## src/hdl/sfa_step.sv

```systemverilog
// Shared add and compare unit: sum = a + b, lt = sum < c
module sfa_step #(
    parameter int W = 8
) (
    input  logic [W-1:0] a,
    input  logic [W-1:0] b,
    input  logic [W-1:0] c,
    output logic [W-1:0] sum,
    output logic         lt
);

    always_comb begin
        sum = a + b;
        lt  = (sum < c);
    end

endmodule

```

## config.mk

```make
export PLATFORM = sky130hd
export DESIGN_NAME = sfa_step
export DESIGN_NICKNAME = d
export VERILOG_FILES = /design/src/hdl/sfa_step.sv
export SDC_FILE = /design/constraint.sdc
export NUM_CORES = 1
export LEC_CHECK = 0
export BUFFER_PORTS_ARGS = -buffer_cell sky130_fd_sc_hd__buf_4
export CAP_MARGIN = 20
export CORE_AREA = 2 2 39 41
export DETAILED_ROUTE_END_ITERATION = 6
export DIE_AREA = 0 0 41 43
export PLACE_DENSITY = 0.68
export REMOVE_ABC_BUFFERS = 1
export SETUP_SLACK_MARGIN = 0.05
export SYNTH_ARGS = -nofsm -noshare
export SYNTH_HDL_FRONTEND = slang
export SYNTH_SLANG_ARGS = --single-unit
```

## constraint.sdc

```tcl
create_clock -name vclk -period 3.85
set_input_delay 0.5775 -clock vclk [all_inputs]
set_output_delay 0.5775 -clock vclk [all_outputs]
set_load 0.01 [all_outputs]
```

==> impl_metrics.py, run 1 <==
metrics = {
    "sta": {
        "finalCritPeriodShare_pct": 90.5,
        "fmax_mhz": 287,
        "finalHoldViolations": 0,
        "rsz0062_at_grt": "false",
        "worstMarginPinSlew_ps": 303,
        "slew_headroom_pct": 79.8,
        "finalSetupTns_ps": 0,
        "fin_crit_ps": 3490,
        "final_max_slew_viol_count": 0,
        "hold_ws_ps": 1470,
        "setup_viol": 0,
    },
    "drt": {
        "first_iter_violations": 0,
        "vias": 457,
        "wl_per_cell_um": 9.07,
        "dr.pass1.iters": 1,
        "viasPerCell": 4.52,
        "wl_um": 916,
        "ant_nets": 0,
        "drcViolationCount": 0,
    },
    "grt": {
        "grt_pass1_vias": 392,
        "grt_overflow": 0,
        "antenna_found_initial": 0,
        "grt_max_degree": 5,
        "track_usage_pct": 11.2,
        "grt_pass1_wl_um": 1490,
    },
    "floorplanning": {
        "fp.dieW_um": 41,
        "io_pins": 33,
        "die-height_um": 43,
        "start_util_pct": 32.0,
        "core_um2": 1380,
        "die_area_um2": 1760,
        "rows": 14,
    },
    "setup_path": {
        "crit_chain": "buf_4 -> ha_1 -> fa_1 -> a21o_1 -> a21oi_2 -> o21bai_1 -> a21oi_1 -> xnor2_1 -> ha_1 -> a21o_1 -> a211oi_2 -> buf_4",
        "slowest_stage": "fa_1",
        "critical_path_required_ps": 3270,
        "cp_max_fo": 2,
        "crit_path_max_incr_delay_ps": 400,
        "critPathBufInv": 2,
        "critical_path_arrival_ps": 2910,
        "end_kind": "primary output",
        "crit_family": "compound AO/OA/AOI/OAI gates",
        "crit_type": "primary input to primary output",
        "critPathLaunchType": "primary input",
    },
    "power_and_ir_drop": {
        "power_density_nw_per_um2": 201,
        "ir_worst_vdd_v": 0.0000748,
        "total_power_w": 0.000143,
        "p_leak_nw": 0.387,
    },
    "synth": {
        "synthTopCellsByCount": "ha_1, inv_1, xnor2_1",
        "synth.top_cell.area_share_pct": 39.5,
        "yosys.area.top_type": "ha_1",
        "syn_area_per_cell_um2": 8.52,
        "ys.warnings.count": 0,
        "yosys.cell_types.count": 19,
        "syn_area_um2": 443,
        "synth_most_common_cell": "ha_1",
        "ys_top_cells_by_area": "ha_1, xnor2_1, inv_1, a21oi_2, a21oi_1",
        "yosysSeqAreaShare_pct": 0,
        "synth_cells": 52,
    },
    "place": {
        "placed_area_um2": 711,
        "io_buffers": 33,
        "place_hpwl_um": 879,
        "gp_congestion": 0.696,
    },
    "layout": {
        "design.seq.count": 0,
        "num_antenna_cells": 0,
        "fin_util_pct": 51.4,
        "final_design_area_no_fill_um2": 711,
        "syn_to_final_growth_pct": 60.5,
        "register_area_um2": 0,
        "final_nets": 126,
        "clkbuf_count": 0,
        "layout-drive-gt1-share_pct": 45.9,
    },
    "run": {
        "max-cap-violations": 0,
    },
    "worst_hold_path": {
        "hold_path_class": "primary input to primary output",
    },
    "run_status": {
        "status": "complete, no violations",
    },
    "clocking": {
        "post_cts_buffers": 0,
        "ctsHoldBuffers": 0,
        "cts_resized": 0,
    },
}
## layout make-up
type                       instances  area (um^2)
inverter                           8         30.0
timing repair buffer              33          248
multi-input combinational         44          413
fill                             143          673
tap                               16         20.0
## routing by layer
layer | vias to the layer above | share of wire, % | wire length, um | GRT usage (%)
met5 | - | 0 | 0 | 0
met2 | 8 | 53 | 482 | 20.0
met1 | 198 | 43 | 394 | 15.3
met4 | 0 | 0 | 0 | 0
met3 | 0 | 4.3 | 39 | 0
li1 | 251 | - | - | -
## stage by stage
stage          setup WS [ps]  instances
2_1_floorplan            568         52
3_3_place_gp             363        101
3_5_place_dp             353        101
4_1_cts                  351        101
5_1_grt                  252        101
6_report                 365        101
## cells by family after synthesis
kind of cell,after synthesis,share of synthesized area (%)
XOR/XNOR,7,13.8
adder cells (fa/ha/maj),15,44.1
AND/OR/NAND/NOR,7,7.91
AO/OA/AOI/OAI,15,27.4
buffers and inverters,8,6.78
## path summary, 6_finish.rpt
path / startpoint / to / slack [ps] / cells after the start
worst max-delay path: a[0] / lt / 360 / 12
worst min-delay path: b[0] / sum[0] / 1470 / 3
## power breakdown
part	leakage [nW]	internal [W]	total [W]	switching, W
combinational	0.387	0.0000788	0.000143	0.0000642
sequential	0	0	0	0
clock	0	0	0	0
## layout by cell type (no fill, tap or decap)
cell type  count
a211o_1        1
a211oi_2       1
a21o_1         2
a21oi_1        4
a21oi_2        3
a311oi_2       1
buf_4         33
clkinv_1       1
fa_1           1
ha_1          14
inv_1          7
nand2b_1       1
nand3_1        1
nor2_1         4
nor2b_2        1
o2111ai_1      1
o21a_1         1
o21bai_1       1
xnor2_1        6
xor2_1         1
No activity file was read; power rests on OpenSTA's default activity.
==> run 2, diff against run 1 <==
Clock period 3.85 ns to 3.6 ns, I/O delays scaled along.
==> run 2 against run 1 <==
  * Power up 8.4%
  * Sequential share of layout area is the same
  * Setup slack got worse by 160 ps
  * Utilization rose by 0.54 points
  * Clock-buffer cell count did not move
  * Final cell count up 0.99%
  * Critical path type unchanged
==> impl_metrics.py, run 2 (synthesized netlist as in run 1, its figures left out) <==
metrics = {
    "setup_path": {
        "slowest_stage": "fa_1",
        "critPathLaunchType": "primary input",
        "end_kind": "primary output",
        "crit_path_max_incr_delay_ps": 400,
        "crit_type": "primary input to primary output",
        "critical_path_required_ps": 3060,
        "crit_family": "compound AO/OA/AOI/OAI gates",
        "crit_chain": "buf_4 -> ha_1 -> fa_1 -> a21o_1 -> a21oi_2 -> o21bai_1 -> a21oi_1 -> xnor2_1 -> ha_1 -> a21o_1 -> a211oi_2 -> buf_4",
        "critical_path_arrival_ps": 2850,
        "cp_max_fo": 2,
        "critPathBufInv": 2,
    },
    "sta": {
        "fin_crit_ps": 3390,
        "finalSetupTns_ps": 0,
        "setup_viol": 0,
        "final_max_slew_viol_count": 0,
        "setup_slack_ps": 205,
        "rsz0062_at_grt": "false",
        "hold_ws_ps": 1390,
        "finalHoldViolations": 0,
        "worstMarginPinSlew_ps": 291,
        "slew_headroom_pct": 80.6,
        "fmax_mhz": 295,
        "finalCritPeriodShare_pct": 94.3,
    },
    "drt": {
        "drcViolationCount": 0,
        "dr.pass1.iters": 2,
        "vias": 473,
        "wl_um": 881,
        "ant_nets": 0,
        "wl_met2_um": 472,
        "met1_length_um": 371,
        "wl_met3_um": 36,
        "viasPerCell": 4.64,
        "wl_per_cell_um": 8.64,
        "first_iter_violations": 2,
        "top_layer": "met3",
    },
    "worst_hold_path": {
        "hold_path_class": "primary input to primary output",
        "min_from": "b[0]",
        "hold_end": "sum[0]",
        "hold_path_depth": 3,
    },
    "power_and_ir_drop": {
        "power_density_nw_per_um2": 216,
        "p_leak_nw": 0.392,
        "ir_worst_vdd_v": 0.0000838,
    },
    "grt": {
        "grt_max_degree": 5,
        "grt_overflow": 0,
        "grt_pass1_vias": 412,
        "grt_pass1_wl_um": 1500,
        "track_usage_pct": 11.2,
        "antenna_found_initial": 0,
    },
    "place": {
        "io_buffers": 33,
        "gp_congestion": 0.687,
        "placed_area_um2": 711,
        "place_hpwl_um": 863,
        "pre_cts_ws_ps": 166,
    },
    "layout": {
        "multi_input_area_um2": 413,
        "n_fill_cell": 133,
        "fin_util_pct": 51.9,
        "clkbuf_count": 0,
        "layout_commonest_cell": "buf_4",
        "final_nets": 127,
        "final_cell_mix": "buf_4, ha_1, inv_1, xnor2_1",
        "syn_to_final_growth_pct": 62.1,
        "layout-drive-gt1-share_pct": 46.5,
        "design.seq.count": 0,
        "num_antenna_cells": 0,
        "register_area_um2": 0,
        "final_design_area_no_fill_um2": 718,
    },
    "floorplanning": {
        "fp.dieW_um": 41,
        "rows": 14,
        "die_area_um2": 1760,
        "io_pins": 33,
        "core_um2": 1380,
        "start_util_pct": 32.0,
        "die-height_um": 43,
    },
    "run": {
        "max-cap-violations": 0,
    },
    "run_status": {
        "status": "complete, no violations",
    },
}
-- run 2: power by group --
| group | total (W) | switching [W] | internal [W] |
|---|---|---|---|
| Sequential | 0 | 0 | 0 |
| Clock | 0 | 0 | 0 |
| Combinational | 0.000155 | 0.0000680 | 0.0000869 |
-- run 2: worst max path at each step --
stage / from / end / depth (start not counted)
2_1_floorplan: a[0] / lt / 10
3_3_place_gp: a[0] / lt / 12
3_5_place_dp: a[0] / lt / 12
4_1_cts: a[0] / lt / 12
5_1_grt: a[0] / lt / 12
6_report: a[0] / lt / 12
-- run 2: what timing repair did --
action | CTS | global route
hold buffers | 0 | 0
hold endpoints to repair | 0 | 0
gates resized for setup | 0 | 0
setup endpoints to repair | 0 | 1
setup buffers | 0 | 1
-- run 2: stage by stage --
step / std cells / total power (W)
2_1_floorplan: 52 / 0.0000899
3_3_place_gp: 101 / 0.000152
3_5_place_dp: 101 / 0.000155
4_1_cts: 101 / 0.000155
5_1_grt: 102 / 0.000174
6_report: 102 / 0.000155
-- run 2: layout make-up --
class	count	share of cell area [%]
inverters	8	4.18
well taps	16	2.79
repair buffers	34	35.5
multi-input cells	44	57.5
-- run 2: metal layers --
layer,global-route usage (%),up-vias
li1,-,253
met1,15.0,212
met2,20.3,8
met3,0,0
met4,0,0
met5,0,-
==> run 3, diff against run 2 <==
Settings changed: PLACE_DENSITY 0.68 to 0.65.
Clock period 3.6 ns to 4.25 ns, I/O delays scaled along.
==> run 3 against run 2 <==
  * Flip-flop and latch count is the same
  * Non-clock buffer count shrank 1
  * Utilization shrank 0.54 points
  * Power shrank 16%
  * Critical path depth is the same
  * Largest power group unchanged
==> impl_metrics.py, run 3 (synthesized netlist as in run 1, its figures left out) <==
metrics = {
    "grt": {
        "grt_max_degree": 5,
        "grt_pass1_wl_um": 1590,
        "grt_pass1_vias": 426,
        "antenna_found_initial": 0,
        "grt_overflow": 0,
        "track_usage_pct": 12.1,
    },
    "floorplanning": {
        "die_area_um2": 1760,
        "start_util_pct": 32.0,
        "fp.dieW_um": 41,
        "rows": 14,
        "core_um2": 1380,
        "die-height_um": 43,
        "io_pins": 33,
    },
    "run": {
        "max-cap-violations": 0,
    },
    "setup_path": {
        "cp_max_fo": 2,
        "crit_type": "primary input to primary output",
        "crit_path_max_incr_delay_ps": 400,
        "critical_path_required_ps": 3610,
        "critPathBufInv": 2,
        "critPathLaunchType": "primary input",
        "critical_path_arrival_ps": 2960,
        "critPathLaunch": "a[0]",
        "crit_chain": "buf_4 -> ha_1 -> fa_1 -> a21o_1 -> a21oi_2 -> o21bai_1 -> a21oi_1 -> xnor2_1 -> ha_1 -> a21o_1 -> a211oi_2 -> buf_4",
        "crit_family": "compound AO/OA/AOI/OAI gates",
        "slowest_stage": "fa_1",
        "end_kind": "primary output",
    },
    "drt": {
        "dr.pass1.iters": 2,
        "ant_nets": 0,
        "drcViolationCount": 0,
        "wl_per_cell_um": 9.28,
        "vias": 464,
        "first_iter_violations": 1,
        "wl_um": 937,
        "viasPerCell": 4.59,
    },
    "sta": {
        "fmax_mhz": 278,
        "finalCritPeriodShare_pct": 84.6,
        "fin_crit_ps": 3600,
        "setup_slack_ps": 654,
        "finalSetupTns_ps": 0,
        "worstMarginPinSlew_ps": 313,
        "rsz0062_at_grt": "false",
        "setup_viol": 0,
        "slew_headroom_pct": 79.1,
        "final_max_slew_viol_count": 0,
        "finalHoldViolations": 0,
    },
    "place": {
        "dp_cells": 101,
        "io_buffers": 33,
        "gp_congestion": 0.647,
        "place_hpwl_um": 905,
        "pre_cts_ws_ps": 639,
    },
    "layout": {
        "layout_commonest_cell": "buf_4",
        "fin_util_pct": 51.4,
        "num_antenna_cells": 0,
        "register_area_um2": 0,
        "final_nets": 126,
        "clkbuf_count": 0,
        "design.seq.count": 0,
        "final_cell_mix": "buf_4, ha_1, inv_1, xnor2_1",
        "layout-drive-gt1-share_pct": 45.9,
        "syn_to_final_growth_pct": 60.5,
        "fin_cells": 101,
    },
    "worst_hold_path": {
        "hold_path_depth": 3,
        "hold_path_class": "primary input to primary output",
        "hold_end": "sum[0]",
        "min_from": "b[0]",
    },
    "clocking": {
        "cts_resized": 0,
        "post_cts_buffers": 0,
        "ctsHoldBuffers": 0,
    },
    "power_and_ir_drop": {
        "ir_worst_vdd_v": 0.0000582,
        "total_power_w": 0.000130,
        "power_density_nw_per_um2": 183,
        "p_leak_nw": 0.387,
    },
    "run_status": {
        "status": "complete, no violations",
    },
}
## run 3: layer usage
metal | GRT usage [%] | share of wire [%] | wire (um) | vias to the layer above
li1 | - | - | - | 251
met1 | 17.1 | 42 | 390 | 205
met2 | 19.7 | 55 | 513 | 8
met3 | 0 | 3.5 | 33 | 0
met4 | 2.67 | 0 | 0 | 0
met5 | 0 | 0 | 0 | -
## run 3: area by class of cell
class	instances	area, um^2
Timing Repair Buffer	33	248
Fill cell	143	673
Multi-Input combinational cell	44	413
Inverter	8	30.0
Tap cell	16	20.0
## run 3: worst max path at each step
stage | cells past startpoint | slack (ps) | to
2_1_floorplan | 10 | 850 | lt
3_3_place_gp | 12 | 680 | lt
3_5_place_dp | 12 | 640 | lt
4_1_cts | 12 | 640 | lt
5_1_grt | 12 | 500 | lt
6_report | 12 | 650 | lt
## run 3: report_power, final
group          total [W]  internal (W)  switching (W)
Clock                  0             0              0
Combinational   0.000130     0.0000716      0.0000582
Sequential             0             0              0
## run 3: metrics by stage
step	hold slack [ps]	area, um^2
after detailed placement	1580	711
after global placement	1590	711
final	1590	711
after CTS	1590	711
after global routing	1610	711
after floorplan	1420	443
